File: config.mk
export PLATFORM = sky130hd
export DESIGN_NAME = rrr_queue
export DESIGN_NICKNAME = d
export VERILOG_FILES = /design/src/sv/rrr_pkg.sv /design/src/sv/rrr_queue.sv
export SDC_FILE = /design/constraint.sdc
export NUM_CORES = 1
export LEC_CHECK = 0
export BUFFER_PORTS_ARGS = -buffer_cell sky130_fd_sc_hd__buf_2
export CAP_MARGIN = 15
export CORE_AREA = 2 2 177 162
export CTS_BUF_LIST = sky130_fd_sc_hd__clkbuf_4 sky130_fd_sc_hd__clkbuf_8
export CTS_CLUSTER_DIAMETER = 120
export CTS_CLUSTER_SIZE = 12
export DETAILED_ROUTE_END_ITERATION = 10
export DIE_AREA = 0 0 179 164
export PLACE_DENSITY_LB_ADDON = 0.1
export SLEW_MARGIN = 15
export SYNTH_ARGS = -nofsm -noshare
export SYNTH_HDL_FRONTEND = slang
export SYNTH_SLANG_ARGS = --single-unit
File: constraint.sdc
create_clock -name clk -period 6.3 [get_ports clk]
set_input_delay 0.315 -clock clk [delete_from_list [all_inputs] [get_ports clk]]
set_output_delay 0.315 -clock clk [all_outputs]
set_load 0.005 [all_outputs]
File: src/sv/rrr_pkg.sv
// Shared constants, codes and types of the replica range remap block.
package rrr_pkg;

  // Table and map sizes
  localparam int MAX_WINDOWS = 64;
  localparam int NUM_CPUS    = 256;
  localparam int QUEUE_DEPTH = 2;

  // Field widths
  localparam int ADDR_W      = 48;
  localparam int CPU_W       = 8;
  localparam int NODE_W      = 6;
  localparam int REPL_NODE_W = 7;
  localparam int OP_W        = 2;
  localparam int STATUS_W    = 2;
  localparam int KIND_W      = 3;

  // Derived index and count widths
  localparam int WIN_IDX_W = (MAX_WINDOWS > 1) ? $clog2(MAX_WINDOWS) : 1;
  localparam int WIN_CNT_W = $clog2(MAX_WINDOWS + 1);
  localparam int CPU_IDX_W = (NUM_CPUS > 1) ? $clog2(NUM_CPUS) : 1;

  // Operation codes
  localparam logic [OP_W-1:0] OP_TRANSLATE = 2'd0;
  localparam logic [OP_W-1:0] OP_REGISTER  = 2'd1;
  localparam logic [OP_W-1:0] OP_SET_NODE  = 2'd2;

  // Result status codes
  localparam logic [STATUS_W-1:0] STATUS_OK       = 2'd0;
  localparam logic [STATUS_W-1:0] STATUS_BAD_WIN  = 2'd1;
  localparam logic [STATUS_W-1:0] STATUS_FULL     = 2'd2;

  // Item classes decided at the front
  localparam logic [KIND_W-1:0] KIND_NOP       = 3'd0;
  localparam logic [KIND_W-1:0] KIND_TRANSLATE = 3'd1;
  localparam logic [KIND_W-1:0] KIND_PASS      = 3'd2;
  localparam logic [KIND_W-1:0] KIND_ADD       = 3'd3;
  localparam logic [KIND_W-1:0] KIND_BAD_WIN   = 3'd4;
  localparam logic [KIND_W-1:0] KIND_MAP       = 3'd5;

  // Classified item as held in the queue
  typedef struct packed {
    logic [KIND_W-1:0] kind;
    logic [ADDR_W-1:0] address;
    logic [ADDR_W-1:0] window_size;
    logic [ADDR_W-1:0] replica_base;
    logic [CPU_W-1:0]  cpu;
    logic [NODE_W-1:0] cpu_node;
    logic              cpu_ok;
  } item_t;

  // One entry of the window table
  typedef struct packed {
    logic [ADDR_W-1:0] base;
    logic [ADDR_W-1:0] length;
    logic [ADDR_W-1:0] replica;
  } window_t;

endpackage

File: src/sv/rrr_queue.sv
// Short FIFO of classified items between front and back ends.
module rrr_queue (
  input  logic           clk,
  input  logic           rst,
  input  logic           push,
  input  rrr_pkg::item_t push_item,
  output logic           push_ready,
  input  logic           pop,
  output logic           pop_valid,
  output rrr_pkg::item_t pop_item
);
  import rrr_pkg::*;

  localparam int PTR_W = (QUEUE_DEPTH > 1) ? $clog2(QUEUE_DEPTH) : 1;
  localparam int CNT_W = $clog2(QUEUE_DEPTH + 1);

  item_t            slots [QUEUE_DEPTH];
  logic [PTR_W-1:0] wr_ptr;
  logic [PTR_W-1:0] rd_ptr;
  logic [CNT_W-1:0] fill;
  logic             do_push;
  logic             do_pop;

  assign push_ready = (fill != CNT_W'(QUEUE_DEPTH));
  assign pop_valid  = (fill != '0);
  assign pop_item   = slots[rd_ptr];
  assign do_push    = push && push_ready;
  assign do_pop     = pop && pop_valid;

  // Store pushed items
  always_ff @(posedge clk) begin
    if (do_push) begin
      slots[wr_ptr] <= push_item;
    end
  end

  // Advance pointers and fill level
  always_ff @(posedge clk) begin
    if (rst) begin
      wr_ptr <= '0;
      rd_ptr <= '0;
      fill   <= '0;
    end else begin
      if (do_push) begin
        wr_ptr <= (32'(wr_ptr) == QUEUE_DEPTH - 1) ? '0 : wr_ptr + PTR_W'(1);
      end
      if (do_pop) begin
        rd_ptr <= (32'(rd_ptr) == QUEUE_DEPTH - 1) ? '0 : rd_ptr + PTR_W'(1);
      end
      if (do_push && !do_pop) begin
        fill <= fill + CNT_W'(1);
      end else if (do_pop && !do_push) begin
        fill <= fill - CNT_W'(1);
      end
    end
  end

  // Fill level stays within depth
  assert property (@(posedge clk) disable iff (rst) 32'(fill) <= QUEUE_DEPTH)
    else $error("queue fill level beyond depth");

endmodule

==> flow_summary_export.csv <==
group,metric,value,unit
sta,setup_viol,0,
synth,synth_top_area_cell,"edfxtp_1",
sta,timing.fmax,310,MHz
setup_path,cpPeakStageDelay,1.07,ns
sta,min_period,3.22,ns
routing,drt_wl_total,24700,um
placement,placed_area,14200,um^2
synth,synth_seq_area_share,80.4,%
synth,yosys_register_bits,329,
pwr,p_sw_share,25.7,%
routing,wl_per_cell,17.5,um
sta,rsz0062_at_grt,"no",
setup_path,path_max_fanout,93,
sta,fin_ws,3.08,ns
setup_path,r2r_slack,3.40,ns
clock_network,clk_latency,0.58,ns
clock_network,cts-buffers-inserted,31,
global_routing,overflow,0,
placement,globalplace.congestion,0.781,
final_layout,fillCellCount,2109,
synth,syn_avg_cell_area,23.2,um^2
pwr,pwr-share-seq,52.8,%
sta,period_share,51.1,%
sta,worst_pin_slew,1.11,ns
global_routing,grt_pass1_vias,6920,
floorplanning,fp.dieH,164,um
setup_path,crit_family,"flip-flops",
clock_network,cts_tree,"built",
pwr,clkPwrFrac,21.6,%
setup_path,slowest_stage,"dfxtp_4",
final_layout,final_nets,1206,
clock_network,cts_buffer_depth,3,
sta,slew_viol_final,0,
routing,drt_pass1_iterations,4,
floorplanning,die_x,179,um
floorplanning,core_area,27500,um^2
synth,synthFlopType,"edfxtp_1",
placement,port_buffers,329,
floorplanning,io_pins,330,
global_routing,antenna_found_initial,0,
synth,synth_edf_count,324,
synth,syn_nets,695,
synth,syn-cell-area,12200,um^2
floorplanning,rows,58,
sta,finClkSkew,0.0271,ns
floorplanning,start_util,44.5,%
routing,post-route-drc-count,0,
sta,timing_hold_violations_final,0,
placement,dp_worst_setup_slack,3.42,ns
clock_network,cts_htree_levels,1,
sta,hold_ws,0.0905,ns
routing,drtIter0Drc,369,
setup_path,crit_arrival,2.91,ns
setup_path,cp.required,5.98,ns
synth,ys_top_cells_by_count,"324 x edfxtp_1, 82 x mux2_2, 80 x mux2_4, 10 x buf_6, 8 x buf_2",
global_routing,grt_pass1_wl,36300,um
synth,synth-async-reset-ratio,0,%
pwr,power.switching,1.40,mW
final_layout,fin_util,59.6,%
global_routing,grt_max_degree,94,
pwr,vdd_ir_drop_max,276,uV
setup_path,crit_chain,"buf_12 > mux2_2 > buf_2",
setup_path,cp.buffers_inverters,2,
run,drv_cap,0,
routing,vias,6605,
setup_path,start_kind,"register",
clock_network,clock-sinks,329,
final_layout,drive_above_1_share,51.8,%
pwr,power.density,332,nW/um^2
global_routing,grtUsageTotal,16.0,%
synth,synth_top_area_share,79.6,%
sta,slew_headroom,26.0,%
outcome,outcome,"complete, no violations",
placement,post-dp-hpwl,15600,um
synth,yosysWarnings,0,
setup_path,cp-end-kind,"output port",
clock_network,cts.repair.resized,0,
final_layout,fin_area,16400,um^2
synth,synth_cells,528,
final_layout,area_growth,34.0,%
pwr,internal_power,4.04,mW
pwr,leakagePower,6.28,nW
synth,synth.most_common_cell,"edfxtp_1",
clock_network,clkTransAtPathRegs,0.08,ns
floorplanning,fp.dieArea,29400,um^2
synth,synthTopCellsByArea,"edfxtp_1 80%, mux2_4 9.8%, mux2_2 7.6%",
sta,fin_tns_setup,0,ns
worst_hold_path,holdCritPathClass,"in2reg",
synth,yosysUniqueCellTypes,19,
clock_network,cts_root_buf,"clkbuf_8",
final_layout,antennaDiodeCount,0,
pwr,p_comb_share,25.7,%
routing,routed_via_density,4.68,
setup_path,crit_type,"reg2out",
routing,drtAntennaViolNets,0,
==> stage by stage <==
step | instances | total power, mW
5_1_grt | 1410 | 5.72
6_report | 1410 | 5.44
2_1_floorplan | 528 | 3.76
3_5_place_dp | 1203 | 4.26
4_1_cts | 1410 | 5.52
3_3_place_gp | 1203 | 4.23
==> repair_timing <==
action / in CTS / in global routing
hold endpoints to repair: 329 / 0
hold buffers: 163 / 0
setup buffers: 0 / 0
==> power by group through the flow <==
stage,Combinational [mW],Clock [mW],Sequential [mW]
3_3_place_gp,1.32,0,2.91
3_5_place_dp,1.34,0,2.93
4_1_cts,1.42,1.22,2.88
6_report,1.40,1.17,2.87
5_1_grt,1.52,1.30,2.90
2_1_floorplan,0.890,0,2.87
==> sequential cells by signal, indices dropped and copies added, names as in the netlist, named ones only <==
register	cells
slots	324
fill	2
rd_ptr	1
wr_ptr	1
==> layer usage <==
metal / global-route usage [%] / part of all wire (%)
met2: 27.0 / 48
met1: 19.6 / 40
met4: 4.51 / 2.5
met3: 5.58 / 9.3
met5: 0 / 0
==> layout by cell type (no fill, tap or decap) <==
master | synthesis | routed
buf_2 | 8 | 329
mux2_2 | 82 | 82
dlygate4sd3_1 | 0 | 163
buf_4 | 0 | 3
dfxtp_1 | 5 | 4
and3_4 | 0 | 1
a21oi_1 | 2 | 2
a21bo_2 | 1 | 1
or3_1 | 1 | 1
nand2b_1 | 1 | 1
nor2_1 | 3 | 3
clkbuf_8 | 0 | 31
ha_1 | 1 | 1
xor2_1 | 3 | 3
mux2_4 | 80 | 80
inv_6 | 0 | 2
o21ai_0 | 2 | 2
nand3b_1 | 1 | 1
clkbuf_4 | 0 | 12
dfxtp_4 | 0 | 1
and2_1 | 1 | 1
edfxtp_1 | 324 | 324
buf_12 | 0 | 1
or2_2 | 1 | 1
==> worst reg2reg max path, delay by kind of cell, from the launching register on <==
family | cells | cell delay, ns
buffers and inverters | 2 | 1.63
and+or+nand+nor | 2 | 0.42
DFF | 1 | 0.42
==> area by class of cell <==
type / instances / area (um^2) / area share, %
flip-flops and latches: 329 / 9830 / 60.0
repair buffers: 496 / 3320 / 20.3
multi-input cells: 180 / 2250 / 13.7
clock buffers: 43 / 517 / 3.15
well taps: 360 / 450 / 2.75
clock inverters: 1 / 8.76 / 0.0534
inverters: 1 / 8.76 / 0.0534
==> final timing paths <==
path                            depth (start not counted)            startpoint                      end
worst min register to register                          2   rd_ptr$_SDFFE_PP0P_                 register
worst max-delay path                                    3              register             pop_item[23]
worst max register to register                          4  fill[0]$_SDFFE_PP0P_  slots[0][128]$_DFFE_PP_
worst min-delay path                                    3                  push      wr_ptr$_SDFFE_PP0P_
==> cells by family after synthesis <==
kind of cell / after synthesis / share of synthesized area [%]
multiplexers: 162 / 17.4
AO/OA/AOI/OAI: 5 / 0.246
adder cells (fa/ha/maj): 1 / 0.102
XOR/XNOR: 3 / 0.215
AND/OR/NAND/NOR: 9 / 0.409
flip-flops: 329 / 80.4
buffers and inverters: 19 / 1.28
No activity file was read; power rests on OpenSTA's default activity.
