==> config.mk <==
export PLATFORM = sky130hd
export DESIGN_NAME = rrr_front_flat
export DESIGN_NICKNAME = d
export VERILOG_FILES = /design/src/sv/rrr_pkg.sv /design/src/sv/rrr_ifs.sv /design/src/sv/rrr_front.sv /design/src/flat_wrapper.sv
export SDC_FILE = /design/constraint.sdc
export NUM_CORES = 1
export LEC_CHECK = 0
export BUFFER_PORTS_ARGS = -buffer_cell sky130_fd_sc_hd__buf_2
export CORE_AREA = 2 2 125 127
export DETAILED_ROUTE_END_ITERATION = 10
export DIE_AREA = 0 0 127 129
export GPL_TIMING_DRIVEN = 0
export SLEW_MARGIN = 0
export SYNTH_ARGS = -nofsm -noshare
export SYNTH_HDL_FRONTEND = slang
export SYNTH_SLANG_ARGS = --single-unit
==> constraint.sdc <==
create_clock -name vclk -period 1.59
set_input_delay 0.318 -clock vclk [all_inputs]
set_output_delay 0.318 -clock vclk [all_outputs]
set_load 0.05 [all_outputs]
==> src/sv/rrr_pkg.sv <==
// Shared constants, codes and types of the replica range remap block.
package rrr_pkg;

  // Table and map sizes
  localparam int MAX_WINDOWS = 64;
  localparam int NUM_CPUS    = 256;
  localparam int QUEUE_DEPTH = 2;

  // Field widths
  localparam int ADDR_W      = 48;
  localparam int CPU_W       = 8;
  localparam int NODE_W      = 6;
  localparam int REPL_NODE_W = 7;
  localparam int OP_W        = 2;
  localparam int STATUS_W    = 2;
  localparam int KIND_W      = 3;

  // Derived index and count widths
  localparam int WIN_IDX_W = (MAX_WINDOWS > 1) ? $clog2(MAX_WINDOWS) : 1;
  localparam int WIN_CNT_W = $clog2(MAX_WINDOWS + 1);
  localparam int CPU_IDX_W = (NUM_CPUS > 1) ? $clog2(NUM_CPUS) : 1;

  // Operation codes
  localparam logic [OP_W-1:0] OP_TRANSLATE = 2'd0;
  localparam logic [OP_W-1:0] OP_REGISTER  = 2'd1;
  localparam logic [OP_W-1:0] OP_SET_NODE  = 2'd2;

  // Result status codes
  localparam logic [STATUS_W-1:0] STATUS_OK       = 2'd0;
  localparam logic [STATUS_W-1:0] STATUS_BAD_WIN  = 2'd1;
  localparam logic [STATUS_W-1:0] STATUS_FULL     = 2'd2;

  // Item classes decided at the front
  localparam logic [KIND_W-1:0] KIND_NOP       = 3'd0;
  localparam logic [KIND_W-1:0] KIND_TRANSLATE = 3'd1;
  localparam logic [KIND_W-1:0] KIND_PASS      = 3'd2;
  localparam logic [KIND_W-1:0] KIND_ADD       = 3'd3;
  localparam logic [KIND_W-1:0] KIND_BAD_WIN   = 3'd4;
  localparam logic [KIND_W-1:0] KIND_MAP       = 3'd5;

  // Classified item as held in the queue
  typedef struct packed {
    logic [KIND_W-1:0] kind;
    logic [ADDR_W-1:0] address;
    logic [ADDR_W-1:0] window_size;
    logic [ADDR_W-1:0] replica_base;
    logic [CPU_W-1:0]  cpu;
    logic [NODE_W-1:0] cpu_node;
    logic              cpu_ok;
  } item_t;

  // One entry of the window table
  typedef struct packed {
    logic [ADDR_W-1:0] base;
    logic [ADDR_W-1:0] length;
    logic [ADDR_W-1:0] replica;
  } window_t;

endpackage

==> src/sv/rrr_ifs.sv <==
// Valid/ready channel interfaces for requests and results.
interface rrr_in_if;
  import rrr_pkg::*;
  logic                valid;
  logic                ready;
  logic [OP_W-1:0]     op;
  logic [ADDR_W-1:0]   address;
  logic [ADDR_W-1:0]   window_size;
  logic [ADDR_W-1:0]   replica_base;
  logic [CPU_W-1:0]    cpu;
  logic [NODE_W-1:0]   cpu_node;

  modport source (output valid, op, address, window_size, replica_base, cpu, cpu_node,
                  input ready);
  modport sink   (input valid, op, address, window_size, replica_base, cpu, cpu_node,
                  output ready);
endinterface


==> src/sv/rrr_front.sv <==
// Front end: accept request items and classify them for the back end.
module rrr_front (
  rrr_in_if.sink         req,
  input  logic           q_ready,
  output logic           push,
  output rrr_pkg::item_t item
);
  import rrr_pkg::*;

  logic bad_window;

  // Take an item whenever the queue has room
  assign req.ready = q_ready;
  assign push      = req.valid;

  // A window with a zero base, size or replica is rejected
  assign bad_window = (req.address == '0) || (req.window_size == '0) ||
                      (req.replica_base == '0);

  // Classify the operation and carry the payload on
  always_comb begin
    item.address      = req.address;
    item.window_size  = req.window_size;
    item.replica_base = req.replica_base;
    item.cpu          = req.cpu;
    item.cpu_node     = req.cpu_node;
    item.cpu_ok       = (32'(req.cpu) < NUM_CPUS);
    case (req.op)
      OP_TRANSLATE: item.kind = (req.address == '0) ? KIND_PASS : KIND_TRANSLATE;
      OP_REGISTER:  item.kind = bad_window ? KIND_BAD_WIN : KIND_ADD;
      OP_SET_NODE:  item.kind = KIND_MAP;
      default:      item.kind = KIND_NOP;
    endcase
  end

endmodule

==> src/flat_wrapper.sv <==
// flat-port wrapper written by rule: the top's interface ports become plain ports
module rrr_front_flat import rrr_pkg::*;
  (q_ready, push, item, req_valid, req_op, req_address, req_window_size, req_replica_base, req_cpu, req_cpu_node, req_ready);
  rrr_in_if req_i ();
  input  logic q_ready;
  output logic push;
  output rrr_pkg::item_t item;
  input wire logic [$bits(req_i.valid)-1:0] req_valid;
  input wire logic [$bits(req_i.op)-1:0] req_op;
  input wire logic [$bits(req_i.address)-1:0] req_address;
  input wire logic [$bits(req_i.window_size)-1:0] req_window_size;
  input wire logic [$bits(req_i.replica_base)-1:0] req_replica_base;
  input wire logic [$bits(req_i.cpu)-1:0] req_cpu;
  input wire logic [$bits(req_i.cpu_node)-1:0] req_cpu_node;
  output wire logic [$bits(req_i.ready)-1:0] req_ready;
  assign req_i.valid = req_valid;
  assign req_i.op = req_op;
  assign req_i.address = req_address;
  assign req_i.window_size = req_window_size;
  assign req_i.replica_base = req_replica_base;
  assign req_i.cpu = req_cpu;
  assign req_i.cpu_node = req_cpu_node;
  assign req_ready = req_i.ready;
  rrr_front u_core (.req(req_i), .q_ready(q_ready), .push(push), .item(item));
endmodule
==> key figures, run 1 <==
Placement
  – Number of I/O port buffers: 309
  – Placed Cells: 715
  – Dpl ws: -0.949 ns
  – Dpl hpwl: 7550 µm
  – Gpl congestion: 0.748
  – Post-DP Area: 0.00346 mm²

Routing
  – Post-Route WL: 8170 µm
  – First-pass DRT Iterations: 4
  – Vias: 2415
  – DR WL/cell: 11.4 µm
  – Post-route ant nets: 0
  – Via/cell ratio: 3.37
  – Residual DRC count: 0
  – DRT iter0 DRCs: 43

STA
  – Fin. max-slew vios: 0
  – F_max: 0.467 GHz
  – RSZ-0062 raised after global routing: yes
  – Final Hold Vio Count: 0
  – Crit share post-route: 135%
  – Fin crit period: 2.14 ns
  – Final setup viols: 3
  – Final worst slack: -0.551 ns
  – Hold slack: 0.938 ns

Critical path
  – CP required: 1.27 ns
  – Delay-heaviest family, CP: simple AND/OR/NAND/NOR gates
  – CP Cell Sequence: buf_8, nor4_4, nand4_1, or3_4, o31ai_4, buf_4, o22ai_4, buf_6
  – Buf/Inv on CP: 3
  – Critical Path AT: 1.82 ns
  – Crit path max fanout: 3
  – Crit path kind: in -> out
  – Largest stage delay, worst path: 0.43 ns
  – Crit-path slowest cell: or3_4
  – Critical Path End Type: primary output
  – Startpoint Class: primary input

Synthesis
  – Top-area cell type share of the netlist area: 76.5%
  – Yosys warns: 0
  – Syn nets: 380
  – Synthesized cell area: 0.00158 mm²
  – Mean Syn Cell Area: 7.24 µm²
  – Post-Syn Instances: 218
  – Synth cell types: 16
  – Top post-synthesis cells by area: buf_4 (77%), nor4_1 (14%), nand4_1 (3.2%), nand4_2 (0.79%), nor4_2 (0.79%)
  – Post-synthesis sequential area ratio: 0%
  – Yosys top cell by area: buf_4
  – Top post-synthesis cells by count: buf_4 (161), nor4_1 (35), nand4_1 (8), or3_1 (2)
  – Count leader, synth: buf_4

Final layout
  – FF/Latch Area: 0 µm²
  – Final net count: 693
  – Core Util, Final: 24.4%
  – Fin cells: 717
  – Area of the multi-input gates: 592 µm²
  – FFs & Latches: 0
  – Share of layout cells above drive strength 1: 94.7%
  – Design area: 0.00366 mm²
  – Filler instances: 1658
  – Inserted Diodes: 0
  – Layout clock buffers: 0
  – Area grow syn2layout: 132%

Die
  – IO Count: 326
  – Die height: 129 µm
  – Initial Util: 10.5%
  – Row cnt: 45
  – Core Footprint: 0.0150 mm²
  – Die width: 127 µm
  – Die area: 0.0164 mm²

Power
  – Clk network pwr share: 0%
  – Switching share of power: 65.8%
  – Switching power total: 1.07 mW
  – Worst vdd ir: 0.147 mV
  – Leak: 2.11 nW
  – Internal: 0.557 mW
  – Combinational share of power: 100.0%
  – Sequential share of power: 0%
  – Pwr per Cell Area: 445 mW/mm²

Clock tree
  – # hold bufs at CTS: 0

Status
  – Failing checks: negative setup slack
  – Outcome: finished with violations

Global routing
  – First-pass GRT wire length: 10700 µm
  – Total GRT Usage: 8.18%
  – Largest net degree at the start of global routing: 6
  – Overflow after GRT: 0
  – Number of global-route vias before repair: 2122
  – Initial antenna violation count: 1

Min path
  – HP Class: in -> out

Flow run
  – Max_cap viols: 0
metal layers:
layer	global-route usage (%)	share of wire, %
met2	17.0	54
met4	0	0
met1	9.30	36
met3	1.12	9.1
met5	0	0.15
placed cells by master, fill, tap and decap left out:
cell      instances
a21oi_2           1
buf_2           301
buf_4           163
buf_6             6
buf_8             2
conb_1            1
inv_1             1
nand2_1           1
nand3b_1          1
nand4_1           8
nand4_2           1
nor4_1           15
nor4_2           15
nor4_4            6
o21ai_1           1
o22ai_4           1
o311a_4           1
o31ai_4           1
or2_2             1
or3_4             2
layout make-up:
| type | instances | area share, % |
|---|---|---|
| Buffer | 161 | 33.0 |
| Inverter | 1 | 0.103 |
| Multi-Input combinational cell | 56 | 16.2 |
| Tap cell | 188 | 6.43 |
| Timing Repair Buffer | 311 | 44.3 |
through the flow:
stage          TNS [ns]  power [mW]
4_1_cts           -1.83        1.62
6_report          -1.62        1.63
3_3_place_gp      -2.58        1.59
3_5_place_dp      -2.57        1.59
2_1_floorplan    -0.523        1.14
5_1_grt           -1.88        1.70
path summary, 6_finish.rpt:
check	start	to	slack, ns	cells past startpoint
worst min-delay path	req_cpu[7]	item[14]	0.94	2
worst max-delay path	req_replica_base[13]	item[160]	-0.55	8
repair_timing:
item,in CTS,in global routing
pin swaps,7,6
endpoints found under the setup margin,3,3
setup buffers,2,0
gates resized for setup,22,12
power groups by stage:
stage / registers (mW) / logic, mW / clock network [mW]
2_1_floorplan: 0 / 1.14 / 0
3_3_place_gp: 0 / 1.59 / 0
6_report: 0 / 1.63 / 0
4_1_cts: 0 / 1.62 / 0
3_5_place_dp: 0 / 1.59 / 0
5_1_grt: 0 / 1.70 / 0
logic make-up after synthesis:
group,share of synthesized area (%)
buffers and inverters,76.8
and+or+nand+nor,20.5
AOI/OAI and AO/OA,2.46
other,0.237
Power figures use the tool's default switching activity.
==> run 2, diff against run 1 <==
- PLACE_DENSITY: unset -> 0.42
==> run 2 against run 1 <==
Compared with the run above: the flow still finishes with violations (negative setup slack); worst hold slack barely moved; final cell count shrank 0.14%; global-route usage grew 0.21 points; critical path depth stayed put; count of clock-buffer cells in the layout stayed put.
==> key figures, run 2 (synthesized netlist as in run 1, its figures left out) <==
STA
  – Fin. max-slew vios: 0 (unchanged)
  – F_max: 0.479 GHz (was 0.467 GHz)
  – RSZ-0062 raised after global routing: yes (unchanged)
  – Crit share post-route: 131% (was 135%)
  – Final worst slack: -0.498 ns (was -0.551 ns)
  – Fin crit period: 2.09 ns (was 2.14 ns)
  – Final setup viols: 3 (unchanged)
  – Final Hold Vio Count: 0 (unchanged)

Final layout
  – Layout clock buffers: 0 (unchanged)
  – Share of layout cells above drive strength 1: 96.0% (was 94.7%)
  – Commonest non-fill, non-tap cell in the layout: buf_2 (unchanged)
  – Highest-count cells in the layout ignoring fill and taps: buf_2 (290), buf_4 (161), buf_6 (18) (was buf_2 (301), buf_4 (163), nor4_2 (15), nor4_1 (15), nand4_1 (8))
  – FF/Latch Area: 0 µm² (unchanged)
  – Final net count: 692 (was 693)
  – Area grow syn2layout: 142% (was 132%)
  – Inserted Diodes: 0 (unchanged)
  – FFs & Latches: 0 (unchanged)
  – Fin cells: 716 (was 717)
  – Core Util, Final: 25.5% (was 24.4%)
  – Filler instances: 1676 (was 1658)
  – Design area: 0.00382 mm² (was 0.00366 mm²)

Min path
  – HP Class: in -> out (unchanged)

Power
  – Switching share of power: 65.2% (was 65.8%)
  – Combinational share of power: 100.0% (about the same)
  – Internal: 0.581 mW (was 0.557 mW)
  – Clk network pwr share: 0% (about the same)
  – Worst vdd ir: 0.223 mV (was 0.147 mV)
  – Leak: 2.14 nW (was 2.11 nW)
  – Sequential share of power: 0% (about the same)
  – Switching power total: 1.09 mW (was 1.07 mW)
  – Pwr per Cell Area: 436 mW/mm² (was 445 mW/mm²)

Status
  – Outcome: finished with violations (unchanged)
  – Failing checks: negative setup slack (unchanged)

Routing
  – Post-route ant nets: 0 (unchanged)
  – First-pass DRT Iterations: 4 (unchanged)
  – Via/cell ratio: 3.53 (was 3.37)
  – Vias: 2526 (was 2415)
  – Post-Route WL: 8420 µm (was 8170 µm)
  – DRT iter0 DRCs: 18 (was 43)
  – Residual DRC count: 0 (unchanged)
  – DR WL/cell: 11.8 µm (was 11.4 µm)

Critical path
  – Crit-path slowest cell: or3_4 (unchanged)
  – Critical Path End Type: primary output (unchanged)
  – Buf/Inv on CP: 3 (unchanged)
  – Delay-heaviest family, CP: simple AND/OR/NAND/NOR gates (unchanged)
  – CP Cell Sequence: buf_2, nor4_4, nand4_1, or3_4, o31ai_4, buf_6, o22ai_4, buf_6 (was buf_8, nor4_4, nand4_1, or3_4, o31ai_4, buf_4, o22ai_4, buf_6)
  – Crit path max fanout: 2 (was 3)
  – Crit path kind: in -> out (unchanged)
  – Critical path's most frequent cell: buf_6
  – CP required: 1.27 ns (about the same)
  – Largest stage delay, worst path: 0.44 ns (was 0.43 ns)
  – Critical Path AT: 1.77 ns (was 1.82 ns)
  – Startpoint Class: primary input (unchanged)

Clock tree
  – # hold bufs at CTS: 0 (unchanged)

Placement
  – Gpl congestion: 0.691 (was 0.748)
  – Post-DP Area: 0.00346 mm² (unchanged)
  – Number of I/O port buffers: 309 (unchanged)
  – Placed Cells: 715 (unchanged)
  – Dpl hpwl: 7790 µm (was 7550 µm)

Die
  – IO Count: 326 (unchanged)
  – Core Footprint: 0.0150 mm² (unchanged)
  – Die width: 127 µm (unchanged)
  – Row cnt: 45 (unchanged)
  – Die height: 129 µm (unchanged)
  – Initial Util: 10.5% (unchanged)
  – Die area: 0.0164 mm² (unchanged)

Global routing
  – Number of global-route vias before repair: 2358 (was 2122)
  – Total GRT Usage: 8.39% (was 8.18%)
  – First-pass GRT wire length: 11200 µm (was 10700 µm)
  – Largest net degree at the start of global routing: 6 (unchanged)
  – Initial antenna violation count: 0 (was 1)
  – Overflow after GRT: 0 (unchanged)

Flow run
  – Max_cap viols: 0 (unchanged)
run 2: path summary, 6_finish.rpt:
path                    end  depth (start not counted)  slack [ns]            startpoint
setup / recovery  item[160]                          8       -0.50  req_replica_base[21]
hold / removal      item[6]                          2        0.94       req_cpu_node[5]
run 2: timing repair:
item / CTS / global route
setup endpoints to repair: 3 / 3
setup buffers: 1 / 0
gates resized for setup: 30 / 41
pin swaps: 12 / 15
run 2: routing by layer:
metal | track usage, % | routed length [µm] | share of wire (%)
met1 | 8.80 | 2750 | 33
met2 | 17.4 | 4630 | 55
met4 | 0.129 | 15 | 0.18
met5 | 0 | 0 | 0
met3 | 2.41 | 1030 | 12
run 2: area by class of cell:
class	instances	area (µm²)	share of cell area, %
repair buffers	310	1680	44.1
plain buffers	161	1210	31.6
multi-input cells	56	691	18.1
well taps	188	235	6.15
inverters	1	3.75	0.0982
run 2: through the flow:
stage	power, mW	worst slack [ns]	TNS (ns)	hold slack [ns]
after floorplan	1.14	-0.184	-0.523	0.781
after global placement	1.59	-0.734	-2.02	0.939
after detailed placement	1.59	-0.685	-1.96	0.938
after CTS	1.63	-0.491	-1.46	0.938
after global routing	1.74	-0.534	-1.57	0.943
final	1.67	-0.498	-1.46	0.938
run 2: power groups by stage:
stage / logic, mW / clock network (mW) / registers, mW
floorplan: 1.14 / 0 / 0
global placement: 1.59 / 0 / 0
detailed placement: 1.59 / 0 / 0
CTS: 1.63 / 0 / 0
global route: 1.74 / 0 / 0
finish: 1.67 / 0 / 0
